[config.mk]
export PLATFORM = sky130hd
export DESIGN_NAME = sat_slot
export DESIGN_NICKNAME = d
export VERILOG_FILES = /design/src/sv/sat_pkg.sv /design/src/sv/sat_slot.sv
export SDC_FILE = /design/constraint.sdc
export NUM_CORES = 1
export LEC_CHECK = 0
export BUFFER_PORTS_ARGS = -buffer_cell sky130_fd_sc_hd__buf_2
export CAP_MARGIN = 5
export CORE_MARGIN = 4
export CORE_UTILIZATION = 37
export DETAILED_ROUTE_END_ITERATION = 12
export PLACE_DENSITY = 0.82
export REMOVE_ABC_BUFFERS = 1
export SLEW_MARGIN = 20
export SYNTH_ARGS = -nofsm -noshare
export SYNTH_HDL_FRONTEND = slang
export SYNTH_SLANG_ARGS = --single-unit
[constraint.sdc]
create_clock -name clock -period 5.3 [get_ports clock]
set_input_delay 0.795 -clock clock [delete_from_list [all_inputs] [get_ports clock]]
set_output_delay 0.795 -clock clock [all_outputs]
set_load 0.03 [all_outputs]
[src/sv/sat_pkg.sv]
// Shared types and constants of the stable arrival-time sorter.
package sat_pkg;

   localparam int MAX_RECORDS = 32;
   localparam int FIELD_W     = 16;

   typedef struct packed {
      logic [FIELD_W-1:0] proc_id;
      logic [FIELD_W-1:0] arrive_at;
      logic [FIELD_W-1:0] burst_length;
      logic [FIELD_W-1:0] prio_level;
   } rec_type;

   // Control broadcast to every slot of the chain
   typedef struct packed {
      logic    insert;
      logic    drain_shift;
      rec_type new_rec;
   } ctrl_type;

endpackage

[src/sv/sat_slot.sv]
// One compare-and-shift slot of the insertion chain.
module sat_slot (
   input  logic              clock,
   input  logic              reset,
   input  sat_pkg::ctrl_type ctrl,
   input  sat_pkg::rec_type  left_rec,
   input  logic              left_valid,
   input  logic              left_take,
   input  sat_pkg::rec_type  right_rec,
   input  logic              right_valid,
   output sat_pkg::rec_type  slot_rec,
   output logic              slot_valid,
   output logic              slot_take
);

   sat_pkg::rec_type rec_ff, rec_in;
   logic             valid_ff, valid_in;

   // Take part in an insert when empty or holding a strictly later arrival
   assign slot_take = !valid_ff ||
                      (rec_ff.arrive_at > ctrl.new_rec.arrive_at);

   // Drain shifts towards the head; insert shifts away from it
   always_comb begin
      rec_in   = rec_ff;
      valid_in = valid_ff;
      if (ctrl.drain_shift) begin
         rec_in   = right_rec;
         valid_in = right_valid;
      end else if (ctrl.insert && slot_take) begin
         if (left_take) begin
            rec_in   = left_rec;
            valid_in = left_valid;
         end else begin
            rec_in   = ctrl.new_rec;
            valid_in = 1'b1;
         end
      end
   end

   always_ff @(posedge clock) begin
      if (reset) begin
         valid_ff <= 1'b0;
      end else begin
         valid_ff <= valid_in;
      end
   end

   // Hold the record payload without reset
   always_ff @(posedge clock) begin
      rec_ff <= rec_in;
   end

   assign slot_rec   = rec_ff;
   assign slot_valid = valid_ff;

endmodule

* Word-level counts from Yosys, hierarchy flattened
Cells that the tools add are included.
** Storage, ports and cells
- Register bits :: 65
- Input bits :: 199
- Output and inout port bits :: 66
** Operators by class
- Order comparisons :: 1
- Mux-type cells :: 6
- Reduce and logical (&&, ||, !) cells :: 4
** Operators by type and width (number)
- $mux W64 :: 3
- $gt A16 B16 Y1 :: 1
- $mux W1 :: 3
- $reduce_bool A2 Y1 :: 1
- $logic_and A1 B1 Y1 :: 1
- $logic_not A1 Y1 :: 1
- $logic_or A1 B1 Y1 :: 1

* Depth between registers and ports, before layout
Gate-level depths: netlist (run 1).
- Depth in word-level cells :: 5
- Mapped depth :: 7
- Gate-level depth less buffers :: 7

* Least setup slack after synthesis (run 1)
No wires, ideal clock.
- Path kind :: input to register
- Start :: input ctrl[46] in the netlist's numbering
- End :: register rec_ff (netlist bit slot_rec[0]), enable pin
- Arrival :: 4.690 ns
- Path slack :: 0.112 ns
- Stages on the path :: 7
- Buffers on the path :: 0
- Cell sequence :: inv_1 > ha_1 > nand4_2 > nor3_2 > a21boi_2 > nor4_2 > o21bai_1
** Between the ends
- Cells in the longest elaborated chain, start to end :: 4
** RTL lines
- start, declared :: RTL line sat_slot.sv:5 : input sat_pkg::ctrl_type ctrl,
- $gt A16 B16 Y1 :: RTL line sat_slot.sv:21 : (rec_ff.arrive_at > ctrl.new_rec.arrive_at);
- $logic_or A1 B1 Y1 :: RTL line sat_slot.sv:20 : assign slot_take = !valid_ff ||
- $logic_and A1 B1 Y1 :: RTL line sat_slot.sv:30 : end else if (ctrl.insert && slot_take) begin
- $reduce_bool A2 Y1 (no line)
- end signal, assigned :: RTL line sat_slot.sv:51 : rec_ff <= rec_in;
- end, declared :: RTL line sat_slot.sv:16 : sat_pkg::rec_type rec_ff, rec_in;
Every way passes these cells.
A chain may end at the register's enable or synchronous reset.

* Worst setup path in the final report (run 1)
- Start :: input ctrl[33] in the netlist's numbering
- End :: output slot_take
** Between the ends
- Cells in the longest elaborated chain, start to end :: 2
** RTL lines
- $gt A16 B16 Y1 :: RTL line sat_slot.sv:21
- $logic_or A1 B1 Y1 :: RTL line sat_slot.sv:20
- end, declared :: RTL line sat_slot.sv:13 : output logic slot_take
Every way passes these cells.

==> results_dict.tcl, run 1 <==
set metrics [dict create \
    postCtsHoldBufs 0 \
    wirelength_um 10500 \
    post_cts_buffers 0 \
    fin_crit_sh_pct 59.9 \
    critPathArrivalTime_ns 2.38 \
    yosys.area.top_type_share_pct 51.7 \
    yosysTopAreaCell "edfxtp_1" \
    synth-edff-count 64 \
    min_period_ns 3.18 \
    max_cap_violations 0 \
    gr-usage-all-layers_pct 16.7 \
    outcome "completed" \
    start_util_pct 38.0 \
    antenna_found_initial 0 \
    syn-cell-area_um2 3720 \
    portBuffers 264 \
    drive_above_1_share_pct 47.5 \
    clock_skew_ns 0.0119 \
    dr_wl_met3_um 805 \
    cts-resized-gates 0 \
    critPathKind "input pin to output port" \
    drc_errors 0 \
    clock_latency_ns 0.33 \
    ios 265 \
    syn_avg_cell_area_um2 10.9 \
    relSlewSlack_pct 27.4 \
    synth_flop_cell "edfxtp_1" \
    worst_slew_pin_slew_ns 1.09 \
    fillers 890 \
    ys_ff_latch 65 \
    grt_pass1_vias 3318 \
    grt_pass1_wl_um 15000 \
    cts_tree "built" \
    drv_slew 0 \
    dr_wl_met2_um 5410 \
    p_per_area_nw_per_um2 259 \
    fp.coreArea_um2 9770 \
    synthCells 341 \
    grt-ovfl-total 0 \
    dr_total_vias 3456 \
    min-delay-start "slot_valid" \
    htreeDepth 3 \
    cts_buffer_depth 2 \
    synth_area_leaders "edfxtp_1 (52%), mux2i_1 (17%), o21ai_0 (8.6%), nand2_1 (6.6%), ha_1 (5.4%)" \
    yosys.cell_types.count 29 \
    vias_per_cell 4.71 \
    fp-row-count 36 \
    setup_viol 0 \
    drt_pass1_iterations 4 \
    crit_start "ctrl[33]" \
    die_area_um2 11700 \
    synth_common_cells "nand2_1 (65), edfxtp_1 (64), mux2i_1 (64), o21ai_0 (64), inv_1 (18)" \
    cts_made_buffers 9 \
    wl_met1_um 4020 \
    fmax_mhz 315 \
    critPathLaunchType "input pin" \
    die_x_um 108 \
    cts.sink_count 65 \
    hold_viol 0 \
    initialDrtViolationCount 142 \
    end_kind "output port" \
    antenna_cells 0 \
    critPathRequiredTime_ns 4.51 \
    place_hpwl_um 8540 \
    rr_startpoint "slot_rec[46]" \
    yosysMostFrequentCell "nand2_1" \
    highest_layer "met4" \
    grt_max_degree 73 \
    hold_class "flip-flop to flip-flop" \
    grt_setup_unrepaired "false" \
    ys_seq_area_share_pct 52.3 \
    place_congestion 0.838 \
    antenna_left 0 \
    path_clk_slew_ns 0.06 \
    ys_async_sr_fraction_pct 0 \
    cts_root_buffer "clkbuf_8" \
    crit_fanout 3 \
    die_h_um 108 \
    hold_ws_ns 0.700 \
    leakagePower_nw 2.71 \
    area_delta_synth_final_pct 42.9 \
    peakVddDrop_mv 0.109 \
    fin_tns_setup_ns 0 \
    avgRoutedWirePerCell_um 14.4 \
    nets 812 \
    yosys_warnings 0 \
]
[path summary, 6_finish.rpt]
path,slack [ns],to,cells after the start
max reg2reg,2.52,slot_rec[40],7
max,2.12,slot_take,9
min reg2reg,0.70,slot_valid,2
min,0.70,slot_valid,2
[logic make-up after synthesis]
family | count (synthesis) | synth area share [%]
buf+inv | 39 | 4.17
compound gates | 80 | 11.8
flops | 65 | 52.3
mux | 64 | 17.2
fa+ha+maj | 16 | 5.39
simple gates | 77 | 9.16
[sequential cells by signal, summed over array words and instances, names as in the netlist]
register	count
slot_rec	64
slot_valid	1
[critical path: stages]
cell,delay (ns)
buf_2,0.09
inv_1,0.04
ha_1,0.29
nor2b_1,0.13
o211ai_1,0.20
a21boi_2,0.09
nor4_2,0.46
nor2_1,0.09
buf_2,0.19
[power breakdown]
part | switching, mW | total [mW] | internal (mW)
clock | 0.176 | 0.336 | 0.159
combinational | 0.245 | 0.392 | 0.147
sequential | 0.0164 | 0.649 | 0.632
[layout make-up]
cell class	count	area, um^2	share of cell area (%)
clock inverters	5	25.0	0.471
inverters	18	67.6	1.27
well taps	133	166	3.13
multi-input cells	237	1630	30.7
repair buffers	266	1350	25.5
clock buffers	9	124	2.33
flip-flops and latches	65	1940	36.6
[metrics by stage]
| stage | std cells | cell area [um^2] | power, mW | utilization, % | setup WS [ns] |
|---|---|---|---|---|---|
| 2_1_floorplan | 320 | 3630 | 0.875 | - | 0.112 |
| 3_3_place_gp | 719 | 5160 | 1.04 | 52.8 | 2.07 |
| 3_5_place_dp | 719 | 5160 | 1.06 | 52.8 | 1.98 |
| 4_1_cts | 733 | 5310 | 1.39 | 54.3 | 2.09 |
| 5_1_grt | 733 | 5310 | 1.45 | 54.3 | 1.99 |
| 6_report | 733 | 5310 | 1.38 | 54.3 | 2.12 |
[placed cells by master, fill, tap and decap left out, types with 3 or more instances in the layout]
master,n
o21ai_0,64
nand2_1,65
inv_1,18
buf_4,3
ha_1,16
a21oi_1,6
mux2i_1,64
edfxtp_1,64
buf_2,262
clkbuf_8,9
[per-layer routing]
metal  track usage, %  vias up
met1             18.4     1516
met4             7.30        0
met2             29.7      166
met3             4.84       25
li1                 -     1749
met5                0        -
No activity file was read; power rests on OpenSTA's default activity.
==> run 2, diff against run 1 <==
CORE_UTILIZATION = 41   (was 37)
PLACE_DENSITY = 0.85   (was 0.82)
clock period = 3.23 ns   (was 5.3 ns; I/O delays follow)
==> run 2 against run 1 <==
  * Routed wire length increased by 2.5%
  * Non-clock buffer count increased by 1
  * Critical path depth decreased by 2
  * Clock-buffer cell count increased by 2
  * Global-route usage increased by 2.2 points
==> results_dict.tcl, run 2 (same netlist as run 1, synthesis figures left out) <==
set metrics [dict create \
    most-common-layout-cells "buf_2 (262), nand2_1 (65), mux2i_1 (64), o21ai_0 (64), edfxtp_1 (64)" \
    place_hpwl_um 8710 \
    die_h_um 103 \
    grt_pass1_wl_um 15600 \
    fmax_mhz 350 \
    crit_end "slot_take" \
    avgRoutedWirePerCell_um 15.2 \
    fin_crit_sh_pct 88.4 \
    critPathKind "flip-flop to output port" \
    hold_class "input pin to flip-flop" \
    worst_slew_pin_slew_ns 1.11 \
    fp.coreArea_um2 8760 \
    ios 265 \
    leakagePower_nw 2.73 \
    wirelength_um 10800 \
    hold_viol 0 \
    clock_latency_ns 0.33 \
    cts.sink_count 65 \
    postCtsHoldBufs 0 \
    grt-ovfl-total 0 \
    dr_total_vias 3491 \
    reg2reg_slack_ns 0.77 \
    antenna_cells 0 \
    nets 813 \
    setup_viol 0 \
    htreeDepth 3 \
    die_area_um2 10700 \
    critPathRequiredTime_ns 2.75 \
    drv_slew 0 \
    post_cts_buffers 0 \
    grt_pass1_vias 3412 \
    clock_skew_ns 0.0139 \
    critPathArrivalTime_ns 2.37 \
    grt_setup_unrepaired "false" \
    r2r_cells 7 \
    cts_made_buffers 9 \
    crit_start "slot_rec[39]" \
    drt_pass1_iterations 4 \
    fp-row-count 34 \
    start_util_pct 42.4 \
    vias_per_cell 4.91 \
    initialDrtViolationCount 62 \
    drc_errors 0 \
    fin_cells 711 \
    gr-usage-all-layers_pct 18.9 \
    max_cap_violations 0 \
    hold_ws_ns 0.414 \
    crit_fanout 3 \
    end_kind "output port" \
    min_period_ns 2.86 \
    peakVddDrop_mv 0.195 \
    p_per_area_nw_per_um2 459 \
    drive_above_1_share_pct 47.8 \
    antenna_left 0 \
    rr_startpoint "slot_rec[39]" \
    place_congestion 0.843 \
    portBuffers 264 \
    grt_max_degree 82 \
    relSlewSlack_pct 26.3 \
    dp_cells 695 \
    antenna_found_initial 0 \
    final_common_cell "buf_2" \
    cts_tree "built" \
    die_x_um 103 \
    area_delta_synth_final_pct 43.6 \
    cts_root_buffer "clkbuf_8" \
    path_clk_slew_ns 0.08 \
    largest_reg_flops 64 \
    regToRegEndpoint "slot_rec[48]" \
    outcome "completed" \
    cts-resized-gates 0 \
    critPathLaunchType "flip-flop" \
    cts_buffer_depth 2 \
]
==> run 2: cell count changes in the layout (fill, tap and decap cells not counted), sizes merged <==
cell	change
buf	+1
clkinvlp	+1
bufinv	+2
clkinv	-3
clkbuf	+2
==> run 2: power by group <==
group          total (mW)  internal, mW  switching [mW]
Sequential           1.06          1.04          0.0274
Clock               0.738         0.434           0.304
Combinational       0.644         0.240           0.404
==> run 2: worst min-delay path by stage <==
stage / startpoint / endpoint / slack [ns] / depth (start not counted)
2_1_floorplan: ctrl[64] / slot_valid / 0.63 / 1
3_3_place_gp: slot_valid / slot_valid / 0.66 / 2
3_5_place_dp: slot_valid / slot_valid / 0.69 / 2
4_1_cts: reset / slot_valid / 0.39 / 3
5_1_grt: reset / slot_valid / 0.41 / 3
6_report: reset / slot_valid / 0.41 / 3
==> run 2: routing by layer <==
metal	wire length [um]	vias to the layer above	GRT usage, %	part of all wire [%]
met2	5880	168	35.2	54
met3	826	19	4.29	7.6
met1	3880	1548	20.7	36
li1	-	1756	-	-
met4	224	0	7.17	2.1
met5	0	-	0	0
==> run 2: layout make-up <==
| cell class | count | area (um^2) |
|---|---|---|
| Inverter | 18 | 67.6 |
| Clock inverter | 5 | 80.1 |
| Multi-Input combinational cell | 237 | 1630 |
| Timing Repair Buffer | 267 | 1350 |
| Sequential cell | 65 | 1940 |
| Fill cell | 762 | 3430 |
| Tap cell | 108 | 135 |
| Clock buffer | 11 | 131 |
==> run 2: metrics by stage <==
stage                     worst slack, ns  area (um^2)  setup TNS (ns)  power [mW]  util (%)
after global placement              0.610         5120               0        1.71      58.5
after CTS                           0.365         5340               0        2.48      60.9
final                               0.375         5340               0        2.45      60.9
after global routing                0.191         5340               0        2.58      60.9
after detailed placement            0.519         5120               0        1.73      58.5
after floorplan                     -1.73         3630         -110.74        1.44         -
==> run 2: critical path, stage by stage (launching register included) <==
cell and delay, ns:
edfxtp_1 0.40, ha_1 0.33, a41o_1 0.24, a21oi_1 0.22, o311ai_1 0.15, nor4_2 0.39
nor2_1 0.11, buf_2 0.20
